`config.mk`:
```
export PLATFORM = sky130hd
export DESIGN_NAME = hdt_out
export DESIGN_NICKNAME = d
export VERILOG_FILES = /design/src/hdl/hdt_pkg.sv /design/src/hdl/hdt_out.sv
export SDC_FILE = /design/constraint.sdc
export NUM_CORES = 1
export LEC_CHECK = 0
export ABC_AREA = 1
export BUFFER_PORTS_ARGS = -buffer_cell sky130_fd_sc_hd__buf_2
export CAP_MARGIN = 10
export CORE_AREA = 2 2 39 41
export CTS_CLUSTER_DIAMETER = 120
export DETAILED_ROUTE_END_ITERATION = 7
export DIE_AREA = 0 0 41 43
export HOLD_SLACK_MARGIN = 0.15
export PLACE_DENSITY_LB_ADDON = 0.12
export SKIP_CTS_REPAIR_TIMING = 1
export SLEW_MARGIN = 0
export SYNTH_ARGS = -nofsm -noshare
export SYNTH_HDL_FRONTEND = slang
export SYNTH_SLANG_ARGS = --single-unit
```
`constraint.sdc`:
```
create_clock -name clk -period 2.1 [get_ports clk]
set_clock_uncertainty 0.2 [all_clocks]
set_input_delay 0.21 -clock clk [delete_from_list [all_inputs] [get_ports clk]]
set_output_delay 0.21 -clock clk [all_outputs]
set_load 0.005 [all_outputs]
```
`src/hdl/hdt_pkg.sv`:
```
// ----------------------------------------------------------------------------
// hdt_pkg
// Shared types and constants of the huffman tree decoder: item kinds, node
// table entry layout, walk states and the result record.
// ----------------------------------------------------------------------------
package hdt_pkg;

	// item kinds carried in the input tuser
	localparam logic [1:0] MODE_LOAD  = 2'd0;
	localparam logic [1:0] MODE_START = 2'd1;
	localparam logic [1:0] MODE_DATA  = 2'd2;

	// node table entry: zero child in the low half, one child in the high half
	localparam int unsigned CHILD_W = 9;
	localparam int unsigned ENTRY_W = 2 * CHILD_W;
	localparam int unsigned NODE_W  = 8;
	localparam int unsigned LEN_W   = 24;
	localparam int unsigned BIT_IDX_W = 3;

	localparam logic [NODE_W-1:0]    HEAD_NODE = 8'd254;
	localparam logic [BIT_IDX_W-1:0] LAST_BIT  = 3'd7;

	// walk engine states
	typedef enum logic [2:0] {
		ST_IDLE  = 3'b001,
		ST_WALK  = 3'b010,
		ST_FLUSH = 3'b100
	} walk_state_t;

	// one decoded result on its way to the output register
	typedef struct packed {
		logic [7:0] plain_byte;
		logic       byte_valid;
		logic       chunk_done;
		logic       run_last;
	} result_t;

endpackage

```
`src/hdl/hdt_out.sv`:
```
// ----------------------------------------------------------------------------
// hdt_out
// Output register of the decoder: holds one result transaction until the
// receiver takes it and tells the walk engine when the slot is free.
// ----------------------------------------------------------------------------
module hdt_out (
	input  logic             clk,
	input  logic             arst_n,
	input  logic             push,
	input  hdt_pkg::result_t res,
	output logic             free,
	output logic             m_axis_tvalid,
	input  logic             m_axis_tready,
	output logic [7:0]       m_axis_tdata,  // plain_byte
	output logic [1:0]       m_axis_tuser,  // byte_valid, chunk_done
	output logic             m_axis_tlast   // run_last
);

	logic             valid_q;
	hdt_pkg::result_t res_q;

	// slot is free when empty or drained in this cycle
	assign free = !valid_q || m_axis_tready;

	// valid flag
	always_ff @(posedge clk or negedge arst_n) begin
		if (!arst_n) begin
			valid_q <= 1'b0;
		end else if (push) begin
			valid_q <= 1'b1;
		end else if (m_axis_tready) begin
			valid_q <= 1'b0;
		end
	end

	// payload
	always_ff @(posedge clk) begin
		if (push) begin
			res_q <= res;
		end
	end

	assign m_axis_tvalid = valid_q;
	assign m_axis_tdata  = res_q.plain_byte;
	assign m_axis_tuser  = {res_q.chunk_done, res_q.byte_valid};
	assign m_axis_tlast  = res_q.run_last;

endmodule

```
After elaboration in Yosys (flattened, before gate mapping):

Cells that the tools add are included.

* multiplexer cells: 2
* reduce and logical (&&, ||, !) cells: 3

Operator list (count)
* 1-bit two-way mux: 2
* 2-bit nonzero test: 1
* 1-bit zero test: 1
* 1-bit logical OR: 1

* register bits after elaboration: 12
* input bits: 15
* output and inout bits: 13
* word-level logic and storage cells: 10

Longest topological paths before layout:

Gate-level depths: netlist (run 1).

* word-level depth: 2
* depth in mapped cells: 3
* depth with buffers taken out: 3

Worst setup path after synthesis (run 1):

No wires, ideal clock.

* kind: reg2out
* from: register valid_q, in the netlist m_axis_tvalid
* to: output free
* arrival: 464 ps
* data required time: 1690 ps
* setup slack: 1226 ps
* cell stages (with the launch flop): 2
* path buffers: 0
* cell sequence: dfrtp_1 > nand2_2

* word-level cells in the longest chain between the ends: 2

Ends and longest elaborated chain
* start: declaration: line hdt_out.sv:19 `logic valid_q;`
* start signal: assignment: line hdt_out.sv:28 `valid_q <= 1'b0;`
* start signal: assignment: line hdt_out.sv:30 `valid_q <= 1'b1;`
* start signal: assignment: line hdt_out.sv:32 `valid_q <= 1'b0;`
* 1-bit zero test: line hdt_out.sv:23 `assign free = !valid_q || m_axis_tready;`
* 1-bit logical OR: line hdt_out.sv:23
* end: declaration: line hdt_out.sv:11 `output logic free,`

No other way between the ends.

Worst setup path in the final report (run 1):

* from: input push
* to: register valid_q, in the netlist m_axis_tvalid

* word-level cells in the longest chain between the ends: 1
* elaborated cells on any way between the ends: 2
* classes of those cells: mux: 1; reduce/logical: 1

Ends and longest elaborated chain
* start: declaration: line hdt_out.sv:9 `input logic push,`
* 1-bit two-way mux or 2-bit nonzero test (tied branches)

Parallel ways exist; a longest one is shown, timed or not.
A chain may end at the register's enable or synchronous reset.

==> impl_metrics.ini, run 1 <==
[outcome]
status = complete, no violations

[placed_design]
port_buffers = 27
place_area_um2 = 531
place.gp.congestion = 0.549
placed_cells = 59

[logic_synthesis]
yosysSeqAreaShare_pct = 94.7
muxShareOfSynthArea_pct = 0
yosys_warnings = 0
synthXorXnorAreaFrac_pct = 0
synthAdderAreaFrac_pct = 0
syn_area_per_cell_um2 = 23.5
synth_simple_gate_area_share_pct = 3.33
ys_ff_latch = 12
synth_cells = 16
netlist_area_um2 = 375
syn-num-nets = 31
synth_compound_area_share_pct = 0
synth_top_family_by_area = simple AND/OR/NAND/NOR gates
post_synth_num_cell_types = 4

[pwr]
p_int_uw = 428
p_clk_share_pct = 33.7
switching_share_pct = 18.6
cellPowerDensity_nw_per_um2 = 724
ir_drop_v = 0.000301
seqPwrFrac_pct = 54.2
p_switching_uw = 97.8
leakage_uw = 0.000327
combinationalPowerShare_pct = 12.0

[setup_path]
crit_required_ns = 2.05
cp_top_family = buffers and inverters
reg2reg_to = m_axis_tvalid$_DFFE_PN0P_
crit_start = push
reg2reg_slack_ns = 0.74
path_cells = dlygate4sd3_1, buf_2, inv_1, nand2_2, dlygate4sd3_1
reg2reg_from = m_axis_tvalid$_DFFE_PN0P_
rr_worst_depth = 3
crit_path_frequent_cell = dlygate4sd3_1
worstPathMaxFanout = 12
cp_num_buf_inv = 4
cp.depth = 5
cp_slowest_stage_delay_ns = 0.54
endpoint = m_axis_tvalid$_DFFE_PN0P_
endpoint_kind = flip-flop
criticalPathCategory = in -> reg
arrival_ns = 1.62
slowest_stage = dlygate4sd3_1
worstSetupStartpointType = input port

[global_route]
antenna_found_initial = 0
grt_pass1_vias = 257
grt_usage_pct = 9.32
grt-ovfl-total = 0
grt_pass1_wl_um = 993
grt_max_degree = 13

[die]
start_util_pct = 27.1
fp-row-count = 14
ios = 28
die_w_um = 41
dieHeight_um = 43
die_area_um2 = 1760
core_area_um2 = 1380

[finish]
syn_to_final_growth_pct = 93.7
num-nets-final = 79
layout.cells.non_filler = 79
layout-drive-gt1-share_pct = 52.4
fin_area_um2 = 727
diodes = 0
final_common_cell = buf_2
fin_util_pct = 52.5
nFillCells = 129
final_cell_mix = 27 x buf_2, 16 x dlygate4sd3_1, 11 x edfxtp_1

[drt]
top_layer = met3
wl_met2_um = 475
drt_iter0_drc = 0
wl_um = 782
drt-pass1-iter-count = 1
wl_per_cell_um = 9.90
via_per_inst = 3.86
wl_met1_um = 256
met3WireLength_um = 50
drc_errors = 0
ant_nets = 0
dr_total_vias = 305

[timing]
hold_slack_ns = 0.444
max_freq_mhz = 600
worst_slew_pin_slew_ns = 0.252
drv_slew = 0
hold_viol = 0
setup_viol = 0
post-route-period-util_pct = 79.4
rsz0062_at_grt = no
slew_headroom_pct = 83.2
finalSetupTns_ns = 0
fin_crit_ns = 1.67

[job]
cap_violations = 0

[min_path]
min_path_type = in -> reg

[clock_tree]
cts.path.max_buffers = 2
clk_pin_slew_ns = 0.07
tritoncts = done
clkLatencyLatePin_ns = 0.26
root_buffer = clkbuf_4
cts.sinks = 12
cts_max_level = 1
cts_buffers = 3
==> flip-flops by register name, summed over array words and instances, names as in the netlist <==
signal,count
m_axis_tdata,8
m_axis_tuser,2
m_axis_tlast,1
m_axis_tvalid,1
==> layout make-up <==
class / count / area, µm² / area share (%)
flip-flops and latches: 12 / 355 / 48.9
repair buffers: 43 / 295 / 40.6
clock buffers: 4 / 36.3 / 4.99
well taps: 16 / 20.0 / 2.75
multi-input cells: 2 / 12.5 / 1.72
inverters: 2 / 7.51 / 1.03
==> power by group through the flow <==
stage / Combinational [µW] / Clock, µW / Sequential (µW)
2_1_floorplan: 3.22 / 0 / 295
3_3_place_gp: 40.3 / 0 / 290
3_5_place_dp: 41.5 / 0 / 291
4_1_cts: 41.5 / 189 / 286
5_1_grt: 70.8 / 202 / 287
6_report: 63.3 / 178 / 285
==> cell usage after synthesis (all sizes together) <==
cell type | number | area share, %
edfxtp | 11 | 88
nand2 | 2 | 3.3
inv | 2 | 2.0
dfrtp | 1 | 6.7
==> worst reg2reg max path, stage by stage (launching register included) <==
cell and delay [ns]:
dfrtp_1 0.39, nand2_2 0.08, nand2_2 0.04, dlygate4sd3_1 0.54
==> logic make-up (layout without fill, tap and decap cells) <==
group	count (synthesis)	in the layout
buffers and inverters	2	49
flip-flops	12	12
AND/OR/NAND/NOR	2	2
==> per-layer routing <==
layer / track usage, % / vias to the layer above
met4: 6.00 / 0
met5: 0 / -
li1: - / 152
met3: 6.28 / 0
met1: 7.56 / 137
met2: 15.0 / 16
==> through the flow <==
stage	power (µW)	setup WS, ns
final	526	0.432
after global routing	560	0.408
after CTS	517	0.823
after detailed placement	333	1.10
after global placement	331	1.13
after floorplan	298	1.23
==> worst min path at each step <==
stage | depth (start not counted) | start | end
finish | 2 | res[8] | m_axis_tdata[5]$_DFFE_PP_
global route | 2 | res[7] | m_axis_tdata[4]$_DFFE_PP_
CTS | 1 | arst_n | m_axis_tvalid$_DFFE_PN0P_
detailed placement | 1 | arst_n | m_axis_tvalid$_DFFE_PN0P_
global placement | 1 | arst_n | m_axis_tvalid$_DFFE_PN0P_
floorplan | 0 | arst_n | m_axis_tvalid$_DFFE_PN0P_
(Power assumes the default switching activity.)
==> inputs of run 2 (changes only) <==
==> constraint.sdc (replaced) <==
create_clock -name clk -period 1.35 [get_ports clk]
set_clock_uncertainty 0.2 [all_clocks]
set_input_delay 0.135 -clock clk [delete_from_list [all_inputs] [get_ports clk]]
set_output_delay 0.135 -clock clk [all_outputs]
set_load 0.005 [all_outputs]
==> impl_metrics.ini, run 2 (synthesis gave the netlist of run 1 again) <==
[drt]
dr_total_vias = 298
wl_um = 787
wl_per_cell_um = 10.2
via_per_inst = 3.87
drc_errors = 0
drt-pass1-iter-count = 2
drt_iter0_drc = 1
ant_nets = 0

[timing]
drv_slew = 0
fin_crit_ns = 1.18
finalSetupTns_ns = 0
post-route-period-util_pct = 87.6
hold_slack_ns = -0.0938
setup_viol = 0
worst_slack_ns = 0.167
rsz0062_at_grt = no
hold_viol = 1
slew_headroom_pct = 82.8
max_freq_mhz = 846
worst_slew_pin_slew_ns = 0.257

[clock_tree]
cts.sinks = 12
cts.path.max_buffers = 2
clkLatencyLatePin_ns = 0.26
cts_max_level = 1
root_buffer = clkbuf_4
tritoncts = done
cts_buffers = 3
clk_pin_slew_ns = 0.07

[placed_design]
place_ws_ns = 0.429
port_buffers = 27
place.gp.congestion = 0.549

[pwr]
seqPwrFrac_pct = 54.4
ir_drop_v = 0.000469
combinationalPowerShare_pct = 11.5
p_clk_share_pct = 34.1
cellPowerDensity_nw_per_um2 = 1150
p_int_uw = 662
p_switching_uw = 153
switching_share_pct = 18.8
leakage_uw = 0.000320

[job]
cap_violations = 0

[setup_path]
criticalPathCategory = in -> reg
slowest_stage = dlygate4sd3_1
cp_num_buf_inv = 2
cp_slowest_stage_delay_ns = 0.53
worstPathMaxFanout = 12
cp_top_family = buffers and inverters
arrival_ns = 0.94
path_cells = dlygate4sd3_1, buf_2
crit_required_ns = 1.10
rr_worst_depth = 2
cp.depth = 2
worstSetupStartpointType = input port
endpoint_kind = flip-flop

[finish]
syn_to_final_growth_pct = 88.3
largest_register_ffs = 8
fin_util_pct = 51.1
final_common_cell = buf_2
num-nets-final = 77
diodes = 0
final_cell_mix = 27 x buf_2, 14 x dlygate4sd3_1, 11 x edfxtp_1
layout-drive-gt1-share_pct = 54.1

[die]
die_w_um = 41
die_area_um2 = 1760
core_area_um2 = 1380
start_util_pct = 27.1
ios = 28
dieHeight_um = 43
fp-row-count = 14

[global_route]
grt_pass1_wl_um = 993
grt-ovfl-total = 0
grt_max_degree = 13
grt_usage_pct = 9.32
grt_pass1_vias = 257
antenna_found_initial = 0

[outcome]
violations = negative hold slack
status = finished with violations

[min_path]
min_path_type = in -> reg
hold_path_depth = 4
==> run 2: changes by cell type in the layout (fill, tap and decap cells not counted) <==
| cell | delta |
|---|---|
| dlygate4sd3_1 | -2 |
==> run 2: power by group through the flow <==
stage | Combinational, µW | Sequential, µW | Clock, µW
6_report | 93.5 | 444 | 278
3_5_place_dp | 64.5 | 453 | 0
4_1_cts | 64.6 | 444 | 295
5_1_grt | 104 | 447 | 314
3_3_place_gp | 62.7 | 451 | 0
2_1_floorplan | 5.01 | 458 | 0
==> run 2: per-stage QoR <==
stage	instances	instance area [µm²]	total power [µW]
after global routing	77	707	865
after detailed placement	59	531	517
final	77	707	815
after CTS	63	567	804
after global placement	59	531	514
after floorplan	16	375	463
==> run 2: final cells by class <==
type | instances | area (µm²)
sequential | 12 | 355
fill | 130 | 677
inverter | 2 | 7.51
multi-input combinational | 2 | 12.5
tap | 16 | 20.0
timing repair buffer | 41 | 275
clock buffer | 4 | 36.3
==> run 2: worst register-to-register path, delay by kind of cell, from the launching register on <==
kind	cells	cell delay [ns]
AND/OR/NAND/NOR	2	0.12
flip-flops	1	0.39
==> run 2: path summary, 6_finish.rpt <==
kind                                            from                         to  slack, ns
max in group asynchronous                     arst_n  m_axis_tvalid$_DFFE_PN0P_       0.37
min in group asynchronous                     arst_n  m_axis_tvalid$_DFFE_PN0P_       0.48
setup reg to reg           m_axis_tvalid$_DFFE_PN0P_  m_axis_tvalid$_DFFE_PN0P_       0.54
hold / removal                         m_axis_tready  m_axis_tvalid$_DFFE_PN0P_      -0.09
setup / recovery                                push  m_axis_tdata[6]$_DFFE_PP_       0.17
hold reg to reg            m_axis_tvalid$_DFFE_PN0P_  m_axis_tvalid$_DFFE_PN0P_       0.30
==> run 2: routing by layer <==
| metal | track usage (%) | vias up | wire (µm) |
|---|---|---|---|
| met3 | 6.28 | 0 | 49 |
| met5 | 0 | - | 0 |
| met4 | 6.00 | 0 | 0 |
| li1 | - | 147 | - |
| met2 | 15.0 | 16 | 468 |
| met1 | 7.56 | 135 | 270 |
==> inputs of run 3 (changes only) <==
--- a/config.mk
+++ b/config.mk
@@ -13,7 +13,6 @@
 export DETAILED_ROUTE_END_ITERATION = 7
 export DIE_AREA = 0 0 41 43
 export HOLD_SLACK_MARGIN = 0.15
-export PLACE_DENSITY_LB_ADDON = 0.12
 export SKIP_CTS_REPAIR_TIMING = 1
 export SLEW_MARGIN = 0
 export SYNTH_ARGS = -nofsm -noshare
==> impl_metrics.ini, run 3 (synthesis gave the netlist of run 1 again) <==
[timing]
post-route-period-util_pct = 87.6
rsz0062_at_grt = no
finalSetupTns_ns = 0
drv_slew = 0
max_freq_mhz = 845
fin_crit_ns = 1.18
hold_viol = 1
slew_headroom_pct = 82.5
worst_slew_pin_slew_ns = 0.262
setup_viol = 0
hold_slack_ns = -0.0925

[setup_path]
slowest_stage = dlygate4sd3_1
worstPathMaxFanout = 12
cp_slowest_stage_delay_ns = 0.53
criticalPathCategory = in -> reg
arrival_ns = 0.93
reg2reg_slack_ns = 0.54
endpoint_kind = flip-flop
path_cells = dlygate4sd3_1, buf_2
cp_num_buf_inv = 2
cp_top_family = buffers and inverters
crit_required_ns = 1.10
worstSetupStartpointType = input port

[clock_tree]
clkLatencyLatePin_ns = 0.26
cts.sinks = 12
cts_max_level = 1
root_buffer = clkbuf_4
cts_buffers = 3
clk_pin_slew_ns = 0.07
tritoncts = done
cts.path.max_buffers = 2

[global_route]
antenna_found_initial = 0
grt_pass1_vias = 233
grt-ovfl-total = 0
grt_max_degree = 13
grt_pass1_wl_um = 862
grt_usage_pct = 7.63

[drt]
wl_per_cell_um = 10.9
dr_total_vias = 295
drt_iter0_drc = 3
drc_errors = 0
via_per_inst = 3.83
drt-pass1-iter-count = 4
wl_um = 839
ant_nets = 0

[outcome]
status = finished with violations
violations = negative hold slack

[finish]
syn_to_final_growth_pct = 85.7
final_common_cell = buf_2
fin_util_pct = 50.4
layout.cells.non_filler = 77
largest_register_ffs = 8
final_cell_mix = 27 x buf_2, 14 x dlygate4sd3_1, 11 x edfxtp_1
diodes = 0
layout-drive-gt1-share_pct = 52.5
nFillCells = 114
num-nets-final = 77

[die]
dieHeight_um = 43
ios = 28
die_area_um2 = 1760
die_w_um = 41
fp-row-count = 14
core_area_um2 = 1380
start_util_pct = 27.1

[pwr]
ir_drop_v = 0.000558
cellPowerDensity_nw_per_um2 = 1080
leakage_uw = 0.000314

[placed_design]
placed_cells = 59
port_buffers = 27
place.gp.congestion = 0.623

[job]
cap_violations = 0

[min_path]
min_path_type = in -> reg
## run 3: final timing paths
| kind | startpoint | end | cells past startpoint |
|---|---|---|---|
| worst max-delay path | push | m_axis_tdata[0]$_DFFE_PP_ | 2 |
| worst min-delay path | m_axis_tready | m_axis_tvalid$_DFFE_PN0P_ | 4 |
| worst max register to register | m_axis_tvalid$_DFFE_PN0P_ | m_axis_tvalid$_DFFE_PN0P_ | 2 |
| worst min register to register | m_axis_tvalid$_DFFE_PN0P_ | m_axis_tvalid$_DFFE_PN0P_ | 2 |
| max in group asynchronous | arst_n | m_axis_tvalid$_DFFE_PN0P_ | 3 |
| min in group asynchronous | arst_n | m_axis_tvalid$_DFFE_PN0P_ | 3 |
## run 3: final cells by class
type                       instances  area [µm²]  share of cell area (%)
clock buffer                       3        22.5                    3.23
inverter                           2        7.51                    1.08
multi-input combinational          2        12.5                    1.80
tap                               16        20.0                    2.87
clock inverter                     1        3.75                   0.539
timing repair buffer              41         275                    39.5
sequential                        12         355                    51.0
## run 3: power by group
group	internal (µW)	switching, µW	leakage (µW)
logic	61.3	35.0	0.000180
clock network	107	109	0.0000154
registers	437	6.37	0.000118
total	605	151	0.000314
## run 3: metal layers
layer | vias up | track usage [%] | wire length, µm
met4 | 0 | 6.00 | 0
met5 | - | 0 | 0
met3 | 0 | 3.14 | 94
met2 | 24 | 10.0 | 394
met1 | 123 | 9.47 | 349
li1 | 148 | - | -
## run 3: metrics by stage
stage	cell area, µm²	hold slack [ns]	power (µW)	setup WS (ns)
final	697	-0.0925	756	0.167
after CTS	557	-0.576	738	0.164
after detailed placement	531	-0.286	518	0.435
after global routing	697	-0.0850	795	0.147
after global placement	531	-0.290	516	0.452
after floorplan	375	-0.361	463	0.531
