[src/hdl/hdt_pkg.sv]
// ----------------------------------------------------------------------------
// hdt_pkg
// Shared types and constants of the huffman tree decoder: item kinds, node
// table entry layout, walk states and the result record.
// ----------------------------------------------------------------------------
package hdt_pkg;

	// item kinds carried in the input tuser
	localparam logic [1:0] MODE_LOAD  = 2'd0;
	localparam logic [1:0] MODE_START = 2'd1;
	localparam logic [1:0] MODE_DATA  = 2'd2;

	// node table entry: zero child in the low half, one child in the high half
	localparam int unsigned CHILD_W = 9;
	localparam int unsigned ENTRY_W = 2 * CHILD_W;
	localparam int unsigned NODE_W  = 8;
	localparam int unsigned LEN_W   = 24;
	localparam int unsigned BIT_IDX_W = 3;

	localparam logic [NODE_W-1:0]    HEAD_NODE = 8'd254;
	localparam logic [BIT_IDX_W-1:0] LAST_BIT  = 3'd7;

	// walk engine states
	typedef enum logic [2:0] {
		ST_IDLE  = 3'b001,
		ST_WALK  = 3'b010,
		ST_FLUSH = 3'b100
	} walk_state_t;

	// one decoded result on its way to the output register
	typedef struct packed {
		logic [7:0] plain_byte;
		logic       byte_valid;
		logic       chunk_done;
		logic       run_last;
	} result_t;

endpackage

[src/hdl/hdt_walk.sv]
// ----------------------------------------------------------------------------
// hdt_walk
// Walk engine: takes input items, writes node table entries, and walks the
// code tree one table read per code bit, holding back the latest literal so
// that the end-of-item and end-of-chunk flags can be set on it.
// ----------------------------------------------------------------------------
module hdt_walk #(
	parameter int unsigned NODE_ENTRIES = 256,
	parameter int unsigned COUNT_BITS   = 24,
	localparam int unsigned AW          = $clog2(NODE_ENTRIES)
) (
	input  logic                         clk,
	input  logic                         arst_n,
	// input items
	input  logic                         in_valid,
	output logic                         in_ready,
	input  logic [1:0]                   in_mode,
	input  logic [hdt_pkg::NODE_W-1:0]   in_entry_index,
	input  logic [hdt_pkg::CHILD_W-1:0]  in_zero_child,
	input  logic [hdt_pkg::CHILD_W-1:0]  in_one_child,
	input  logic [hdt_pkg::LEN_W-1:0]    in_expected_length,
	input  logic [7:0]                   in_code_byte,
	input  logic                         in_final_byte,
	// node table port
	output logic                         wr_en,
	output logic [AW-1:0]                wr_addr,
	output logic [hdt_pkg::ENTRY_W-1:0]  wr_data,
	output logic                         rd_en,
	output logic [AW-1:0]                rd_addr,
	input  logic [hdt_pkg::ENTRY_W-1:0]  rd_data,
	// result push
	input  logic                         out_free,
	output logic                         push,
	output hdt_pkg::result_t             res
);

	localparam logic [hdt_pkg::NODE_W:0] NODE_LIMIT = (hdt_pkg::NODE_W + 1)'(NODE_ENTRIES);

	hdt_pkg::walk_state_t state_q;
	logic [hdt_pkg::NODE_W-1:0]    walk_node_q;
	logic [COUNT_BITS-1:0]         produced_q;
	logic [COUNT_BITS-1:0]         target_q;
	logic                          closed_q;
	logic                          pend_valid_q;
	logic [7:0]                    pend_byte_q;
	logic                          pend_done_q;
	logic [7:0]                    code_q;
	logic                          fin_q;
	logic [hdt_pkg::BIT_IDX_W-1:0] bit_q;
	logic                          oob_s1;

	logic                          accept;
	logic                          start_walk;
	logic                          step;
	logic                          flush;
	logic [hdt_pkg::CHILD_W-1:0]   child;
	logic                          is_lit;
	logic [COUNT_BITS-1:0]         prod_inc;
	logic                          done_now;
	logic [hdt_pkg::NODE_W-1:0]    next_node;
	logic                          last_step;
	logic                          fin_eff;
	logic [hdt_pkg::NODE_W-1:0]    rd_node;

	assign in_ready   = (state_q == hdt_pkg::ST_IDLE);
	assign accept     = in_valid && in_ready;
	assign start_walk = accept && (in_mode == hdt_pkg::MODE_DATA) && !closed_q;
	assign step       = (state_q == hdt_pkg::ST_WALK) && out_free;
	assign flush      = (state_q == hdt_pkg::ST_FLUSH) && out_free;

	// load items write the node table
	assign wr_en   = accept && (in_mode == hdt_pkg::MODE_LOAD)
		&& ({1'b0, in_entry_index} < NODE_LIMIT);
	assign wr_addr = in_entry_index[AW-1:0];
	assign wr_data = {in_one_child, in_zero_child};

	// child selection from the entry read for the current bit
	always_comb begin
		child = code_q[bit_q] ? rd_data[hdt_pkg::ENTRY_W-1:hdt_pkg::CHILD_W]
			: rd_data[hdt_pkg::CHILD_W-1:0];
		if (oob_s1) begin
			child = '0;
		end
	end

	assign is_lit    = !child[hdt_pkg::CHILD_W-1];
	assign prod_inc  = produced_q + 1'b1;
	assign done_now  = is_lit && (prod_inc == target_q);
	assign next_node = is_lit ? hdt_pkg::HEAD_NODE : child[hdt_pkg::NODE_W-1:0];
	assign last_step = (bit_q == hdt_pkg::LAST_BIT) || done_now;
	assign fin_eff   = fin_q && !closed_q;

	// table read: first bit on accept, then chained from the selected child
	assign rd_node = start_walk ? walk_node_q : next_node;
	assign rd_en   = start_walk || (step && !last_step);
	assign rd_addr = rd_node[AW-1:0];

	// result push: the held literal leaves when a newer one arrives or at flush
	always_comb begin
		push = 1'b0;
		res  = '0;
		if (step && is_lit && pend_valid_q) begin
			push           = 1'b1;
			res.plain_byte = pend_byte_q;
			res.byte_valid = 1'b1;
			res.chunk_done = pend_done_q;
		end else if (flush && pend_valid_q) begin
			push           = 1'b1;
			res.plain_byte = pend_byte_q;
			res.byte_valid = 1'b1;
			res.chunk_done = pend_done_q || fin_eff;
			res.run_last   = 1'b1;
		end else if (flush && fin_eff) begin
			push           = 1'b1;
			res.chunk_done = 1'b1;
			res.run_last   = 1'b1;
		end
	end

	// control state
	always_ff @(posedge clk or negedge arst_n) begin
		if (!arst_n) begin
			state_q      <= hdt_pkg::ST_IDLE;
			walk_node_q  <= hdt_pkg::HEAD_NODE;
			produced_q   <= '0;
			target_q     <= '0;
			closed_q     <= 1'b1;
			pend_valid_q <= 1'b0;
		end else begin
			case (state_q)
				hdt_pkg::ST_IDLE: begin
					if (accept && (in_mode == hdt_pkg::MODE_START)) begin
						walk_node_q <= hdt_pkg::HEAD_NODE;
						produced_q  <= '0;
						target_q    <= COUNT_BITS'(in_expected_length);
						closed_q    <= (COUNT_BITS'(in_expected_length) == '0);
					end
					if (start_walk) begin
						state_q <= hdt_pkg::ST_WALK;
					end
				end
				hdt_pkg::ST_WALK: begin
					if (step) begin
						walk_node_q <= next_node;
						if (is_lit) begin
							produced_q   <= prod_inc;
							pend_valid_q <= 1'b1;
						end
						if (done_now) begin
							closed_q <= 1'b1;
						end
						if (last_step) begin
							state_q <= hdt_pkg::ST_FLUSH;
						end
					end
				end
				hdt_pkg::ST_FLUSH: begin
					if (flush) begin
						pend_valid_q <= 1'b0;
						closed_q     <= closed_q || fin_q;
						state_q      <= hdt_pkg::ST_IDLE;
					end
				end
				default: begin
					state_q <= hdt_pkg::ST_IDLE;
				end
			endcase
		end
	end

	// per-item payload and read tracking
	always_ff @(posedge clk) begin
		if (start_walk) begin
			code_q <= in_code_byte;
			fin_q  <= in_final_byte;
			bit_q  <= '0;
		end else if (step && !last_step) begin
			bit_q <= bit_q + 1'b1;
		end
		if (rd_en) begin
			oob_s1 <= ({1'b0, rd_node} >= NODE_LIMIT);
		end
		if (step && is_lit) begin
			pend_byte_q <= child[7:0];
			pend_done_q <= done_now;
		end
	end

`ifndef NO_ASSERTIONS
	a_push_free: assert property (@(posedge clk) disable iff (!arst_n)
		push |-> out_free)
		else $error("result pushed into a full output register");

	a_idle_no_pend: assert property (@(posedge clk) disable iff (!arst_n)
		(state_q == hdt_pkg::ST_IDLE) |-> !pend_valid_q)
		else $error("literal left behind after an item finished");

	a_final_closes: assert property (@(posedge clk) disable iff (!arst_n)
		(flush && fin_q) |=> closed_q)
		else $error("final byte did not close the chunk");

	a_count_below: assert property (@(posedge clk) disable iff (!arst_n)
		!closed_q |-> (produced_q < target_q))
		else $error("open chunk with count at or beyond target");
`endif

endmodule

[config.mk]
export PLATFORM = sky130hd
export DESIGN_NAME = hdt_walk
export DESIGN_NICKNAME = d
export VERILOG_FILES = /design/src/hdl/hdt_pkg.sv /design/src/hdl/hdt_walk.sv
export SDC_FILE = /design/constraint.sdc
export NUM_CORES = 1
export LEC_CHECK = 0
export BUFFER_PORTS_ARGS = -buffer_cell sky130_fd_sc_hd__buf_2
export CORE_UTILIZATION = 45
export CTS_CLUSTER_DIAMETER = 150
export CTS_CLUSTER_SIZE = 24
export DETAILED_ROUTE_END_ITERATION = 16
export GPL_TIMING_DRIVEN = 0
export PLACE_DENSITY = 0.75
export RECOVER_POWER = 50
export SETUP_SLACK_MARGIN = 0.5
export SYNTH_ARGS = -nofsm -noshare
export SYNTH_HDL_FRONTEND = slang
export SYNTH_SLANG_ARGS = --single-unit
[constraint.sdc]
create_clock -name clk -period 2.6 [get_ports clk]
set_input_delay 0.13 -clock clk [delete_from_list [all_inputs] [get_ports clk]]
set_output_delay 0.13 -clock clk [all_outputs]
set_load 0.02 [all_outputs]
* Word level (Yosys, flattened, before mapping)
Index checks and enable logic that the tools add are counted.
W data, S select, Z words.
** Word-level totals
- Bits of input ports :: 83
- Logic and storage cells :: 94
- Bits in registers :: 82
** Cells by class
- Add/sub/neg operators :: 2
- Eq/ne operators :: 14
- Reductions and logical operators :: 32
- Magnitude comparators :: 1
- Mux-type cells :: 34
** Operators with widths (number)
- $mux W24 :: 3
- $pmux W24 S2 :: 1
- $mux W8 :: 4
- $add A24 B1 Y24 const B :: 1
- $eq A24 B24 Y1 :: 1
- $logic_not A24 Y1 :: 1
- $mux W9 :: 2
- $pmux W8 S2 :: 1
- $logic_and A1 B1 Y1 :: 14
- $mux W1 :: 12
- $mux W3 :: 4
- $reduce_and A4 Y1 :: 3
- $mux W10 :: 1
- $ne A2 B2 Y1 const B :: 5
- $pmux W3 S3 :: 1
- $eq A3 B3 Y1 const B :: 2
- $reduce_and A5 Y1 :: 1
- $logic_or A1 B1 Y1 :: 4
- $lt A3 B4 Y1 const B :: 1
- $mux W2 :: 2
- $ne A2 B1 Y1 const B :: 2
- $reduce_bool A2 Y1 :: 2
- $add A3 B1 Y3 const B :: 1
- $bmux W1 S3 :: 1
- other kinds (11) :: 13

* Logic depth before layout (Yosys ltp)
- Word-level depth :: 9
- Depth in mapped cells :: 12

* Worst setup path after synthesis
No wires, ideal clock.
- Path type :: reg-to-output
- Start :: register bit_q[1] in the netlist's numbering
- End :: output res[10] in the netlist's numbering
- Stages on the path, launching flop included :: 12
- Path slack :: 0.041 ns
- Buffers on the path :: 3
- Data required time :: 2.470 ns
- Data arrival time :: 2.429 ns
- Cells stage by stage :: dfxtp_1 -> buf_2 -> mux2i_1 -> mux4_2 -> buf_2 -> mux2i_1 -> nand3_1 -> inv_1 -> nor2_1 -> nor2_1 -> buf_2 -> and2_1
** RTL lines
- start: declaration :: RTL line hdt_walk.sv:49 : logic [hdt_pkg::BIT_IDX_W-1:0] bit_q;
- start signal: assignment :: RTL line hdt_walk.sv:178 : bit_q <= bit_q + 1'b1;
- end: declaration :: RTL line hdt_walk.sv:34 : output hdt_pkg::result_t res

* Final worst setup path
- Start :: register produced_q[2]
- End :: output rd_en
** Between the ends
- Word-level cells in the longest chain between the ends :: 7
** RTL lines
- start: declaration :: RTL line hdt_walk.sv:41 : logic [COUNT_BITS-1:0] produced_q;
- start signal: assignment :: RTL line hdt_walk.sv:146 : produced_q <= prod_inc;
- $add A24 B1 Y24 :: RTL line hdt_walk.sv:87 : assign prod_inc = produced_q + 1'b1;
- $eq A24 B24 Y1 :: RTL line hdt_walk.sv:88 : assign done_now = is_lit && (prod_inc == target_q);
- $logic_and A1 B1 Y1 :: RTL line hdt_walk.sv:88
- $logic_or A1 B1 Y1 :: RTL line hdt_walk.sv:90 : assign last_step = (bit_q == hdt_pkg::LAST_BIT) || done_now;
- $logic_not A1 Y1 :: RTL line hdt_walk.sv:95 : assign rd_en = start_walk || (step && !last_step);
- $logic_and A1 B1 Y1 :: RTL line hdt_walk.sv:95
- $logic_or A1 B1 Y1 :: RTL line hdt_walk.sv:95
- end: declaration :: RTL line hdt_walk.sv:28 : output logic rd_en,
Every way passes these cells.

==> results.py <==
metrics = {
    "run_status": {
        "run_status": "finished, violations left",
        "violations": "max-capacitance violations, max-slew violations, negative setup slack",
    },
    "worst_setup_path": {
        "path_buf_inv": 5,
        "crit_top_cell": "buf_6",
        "critPathMaxStageDelay_ns": 0.37,
        "crit_path_cell_trace": "buf_6, buf_4, and4_1, clkbuf_1, a21oi_1, a2111oi_2, nand4b_1, nor4_2, nand4_1, buf_6, nand2_4, nand2_2, buf_6",
        "cp_slowest_cell": "nor4_2",
        "critPathLaunchType": "register",
        "cp.arrival_ns": 3.17,
        "path_class": "register to output pin",
        "worstPathMaxFanout": 8,
        "crit_family": "simple AND/OR/NAND/NOR gates",
        "crit_required_ns": 2.47,
        "crit_path_end_kind": "output pin",
    },
    "die": {
        "start_util": 0.468,
        "die-area_sq_mm": 0.0113,
        "die_h_um": 106,
        "num_rows": 37,
        "core_region_area_sq_mm": 0.0105,
        "ioPinCount": 132,
        "die_x_um": 106,
    },
    "global_routing": {
        "grt_pass1_vias": 4851,
        "grt.total_usage": 0.283,
        "overflow": 0,
        "grt_max_degree": 62,
        "grt_pass1_wl_mm": 24.5,
        "antenna_found_initial": 0,
    },
    "clock_network": {
        "clockBufferDepth": 2,
        "clkSinkCount": 82,
        "cts_tree": "built",
        "clkSlewWorstSetupHoldPaths_ns": 0.10,
        "htree_levels": 3,
        "worstSkewPairLatency_ns": 0.38,
        "root_buffer": "clkbuf_8",
        "cts_buffers": 9,
    },
    "synth": {
        "synth_edf_count": 18,
        "avgSynthCellArea_sq_um": 9.61,
        "ys_warn_count": 0,
        "ys_ff_latch": 82,
        "synth_nets": 596,
        "syn_area_sq_mm": 0.00490,
        "ys_types": 58,
        "ys_seq_area_frac": 0.436,
        "yosys_most_used_dff": "dfrtp_1",
        "async_reset_ff_frac": 0.744,
        "synthCells": 510,
    },
    "timing": {
        "rsz0062_at_grt": "yes",
        "setup_viol": 41,
        "maxSlewViolCount": 62,
        "tightest_slew_ns": 1.55,
        "fin_skew_ns": 0.0186,
        "setup_ws_ns": -0.703,
        "fmax_ghz": 0.303,
        "period_minus_slack_ns": 3.30,
        "final_hold_viol_count": 0,
        "setup_tns_ns": -8.80,
        "slew_headroom": -0.0337,
        "post-route-period-util": 1.27,
    },
    "cells_and_area": {
        "drive_gt1_frac": 0.472,
        "syn2layout_area_growth_pct": 47.8,
        "antenna_cells": 0,
        "fin_area_sq_mm": 0.00724,
        "nets": 770,
    },
    "drt": {
        "wirelength_mm": 17.8,
        "drc": 0,
        "drtIter0Drc": 572,
        "drtPass1Iterations": 9,
        "top_layer": "met4",
        "wl_met3_mm": 1.95,
        "ant_nets": 0,
        "avgViaCountPerCell": 6.25,
        "wl_per_cell_um": 21.6,
        "num_vias": 5156,
        "wl_met1_mm": 6.39,
        "route.met2.wl_mm": 8.19,
    },
    "place": {
        "globalplace.congestion": 0.876,
        "placed_area_sq_mm": 0.00574,
        "io_buffers": 105,
        "hpwl_mm": 9.37,
    },
    "power_and_ir_drop": {
        "power_density_mw_per_mm2": 458,
        "leakage_uw": 0.00308,
        "ir_drop_mv": 0.356,
    },
    "run": {
        "cap_violations": 1,
    },
    "hold_path": {
        "hold_path.class": "input pin to register",
    },
}
==> power by group <==
| part | switching [uW] | leakage, uW | internal (uW) |
|---|---|---|---|
| Clock | 534 | 0.0000954 | 452 |
| Sequential | 111 | 0.000950 | 1430 |
| Combinational | 413 | 0.00204 | 379 |
==> stage by stage <==
step,std cells,worst slack [ns],total power [uW],util,hold WS [ns]
global route,825,-0.876,3430,0.692,0.00525
detailed placement,751,-0.458,2180,0.549,0.308
global placement,751,-0.451,2160,0.549,0.306
finish,825,-0.703,3320,0.692,0.00305
CTS,814,-0.408,3200,0.664,0.0111
floorplan,510,0.274,1960,-,-0.166
==> what timing repair did <==
| action | CTS | global route |
|---|---|---|
| endpoints found under the setup margin | 81 | 89 |
| buffers inserted | 31 | 9 |
| hold endpoints to repair | 9 | 52 |
| pin swaps | 30 | 31 |
| gates resized for setup | 148 | 61 |
| hold buffers | 9 | 1 |
| cloned | 7 | 1 |
==> flip-flops by register name, summed over array words and instances (netlist names) <==
register / count
bit_q: 3
closed_q: 1
code_q: 8
fin_q: 1
pend_byte_q: 8
pend_done_q: 1
pend_valid_q: 1
produced_q: 24
state_q: 3
target_q: 24
walk_node_q: 8
==> logic make-up (layout without fill, tap and decap cells) <==
group / Yosys count / count (layout) / synth area share
and+or+nand+nor: 186 / 186 / 0.207
adders and majority gates: 3 / 3 / 0.00766
buffers and inverters: 66 / 245 / 0.0725
AOI/OAI and AO/OA: 95 / 95 / 0.117
xor gates and xnor gates: 34 / 34 / 0.0608
muxes: 44 / 44 / 0.0991
DFF: 82 / 82 / 0.436
==> cell usage in the layout (no fill, tap or decap), types with 9 or more instances in the layout <==
cell and instances:
o21ai_1 10, buf_2 59, nand2_1 26, a21oi_1 9, edfxtp_1 18, buf_4 51
clkbuf_8 13, dlygate4sd3_1 10, a31oi_1 10, nor2_1 49, nand4_1 9, and2_4 9
o21ai_2 18, mux2_2 25, inv_1 13, clkbuf_1 32, dfrtp_1 49, nand3_1 9
buf_6 37, dfstp_2 9, xnor2_1 24, mux2i_1 11
==> final timing paths <==
kind / startpoint / end / slack, ns / depth (start not counted)
min in group asynchronous: arst_n / target_q[16]$_DFFE_PN0P_ / 0.67 / 2
setup reg to reg: produced_q[2]$_DFFE_PN0P_ / state_q[1]$_DFFE_PN0P_ / -0.41 / 12
hold reg to reg: bit_q[2]$_SDFFE_PP0P_ / bit_q[2]$_SDFFE_PP0P_ / 0.52 / 2
hold / removal: in_expected_length[8] / target_q[8]$_DFFE_PN0P_ / 0.003 / 2
max in group asynchronous: arst_n / produced_q[0]$_DFFE_PN0P_ / 0.89 / 2
setup / recovery: produced_q[2]$_DFFE_PN0P_ / rd_en / -0.70 / 13
==> cells in the mapped netlist, types with 2 or more instances <==
master | count | area [sq um]
buf_4 | 26 | 195
xnor2_1 | 26 | 228
o31ai_1 | 12 | 90.1
or4_1 | 2 | 15.0
nand2_1 | 35 | 131
a31oi_1 | 11 | 68.8
nand3b_1 | 2 | 15.0
ha_1 | 3 | 37.5
nor3_1 | 5 | 25.0
and2_1 | 15 | 93.8
dfxtp_1 | 3 | 60.1
o21ai_0 | 38 | 190
clkbuf_1 | 17 | 63.8
nor3_2 | 2 | 20.0
nand3_1 | 11 | 55.1
buf_2 | 8 | 40.0
nor4b_1 | 2 | 17.5
o2111ai_1 | 2 | 17.5
inv_1 | 15 | 56.3
xor2_1 | 8 | 70.1
nand4b_1 | 3 | 26.3
or3_1 | 3 | 18.8
nor4_1 | 12 | 75.1
dfrtp_1 | 52 | 1300
a21oi_1 | 17 | 85.1
o21ai_1 | 2 | 10.0
and4_1 | 8 | 70.1
edfxtp_1 | 18 | 541
nand4_1 | 9 | 56.3
mux2_2 | 26 | 293
dfstp_2 | 9 | 236
nor4_2 | 2 | 25.0
nor2b_1 | 2 | 12.5
mux2i_1 | 17 | 170
nor2_1 | 53 | 199
and3_1 | 6 | 37.5
nand2b_1 | 6 | 37.5
o21a_1 | 2 | 15.0
==> area by class of cell <==
type / instances / area [sq um]
repair buffers: 163 / 1270
multi-input cells: 362 / 2930
plain buffers: 51 / 473
well taps: 136 / 170
clock inverters: 7 / 77.6
clock buffers: 9 / 124
flip-flops and latches: 82 / 2140
inverters: 15 / 62.6
fillers: 715 / 3220
==> layer usage <==
metal	up-vias	global-route usage
met5	-	0
met4	0	0.164
met3	145	0.0822
met2	421	0.457
met1	2427	0.334
li1	2163	-
Power figures use the tool's default switching activity.
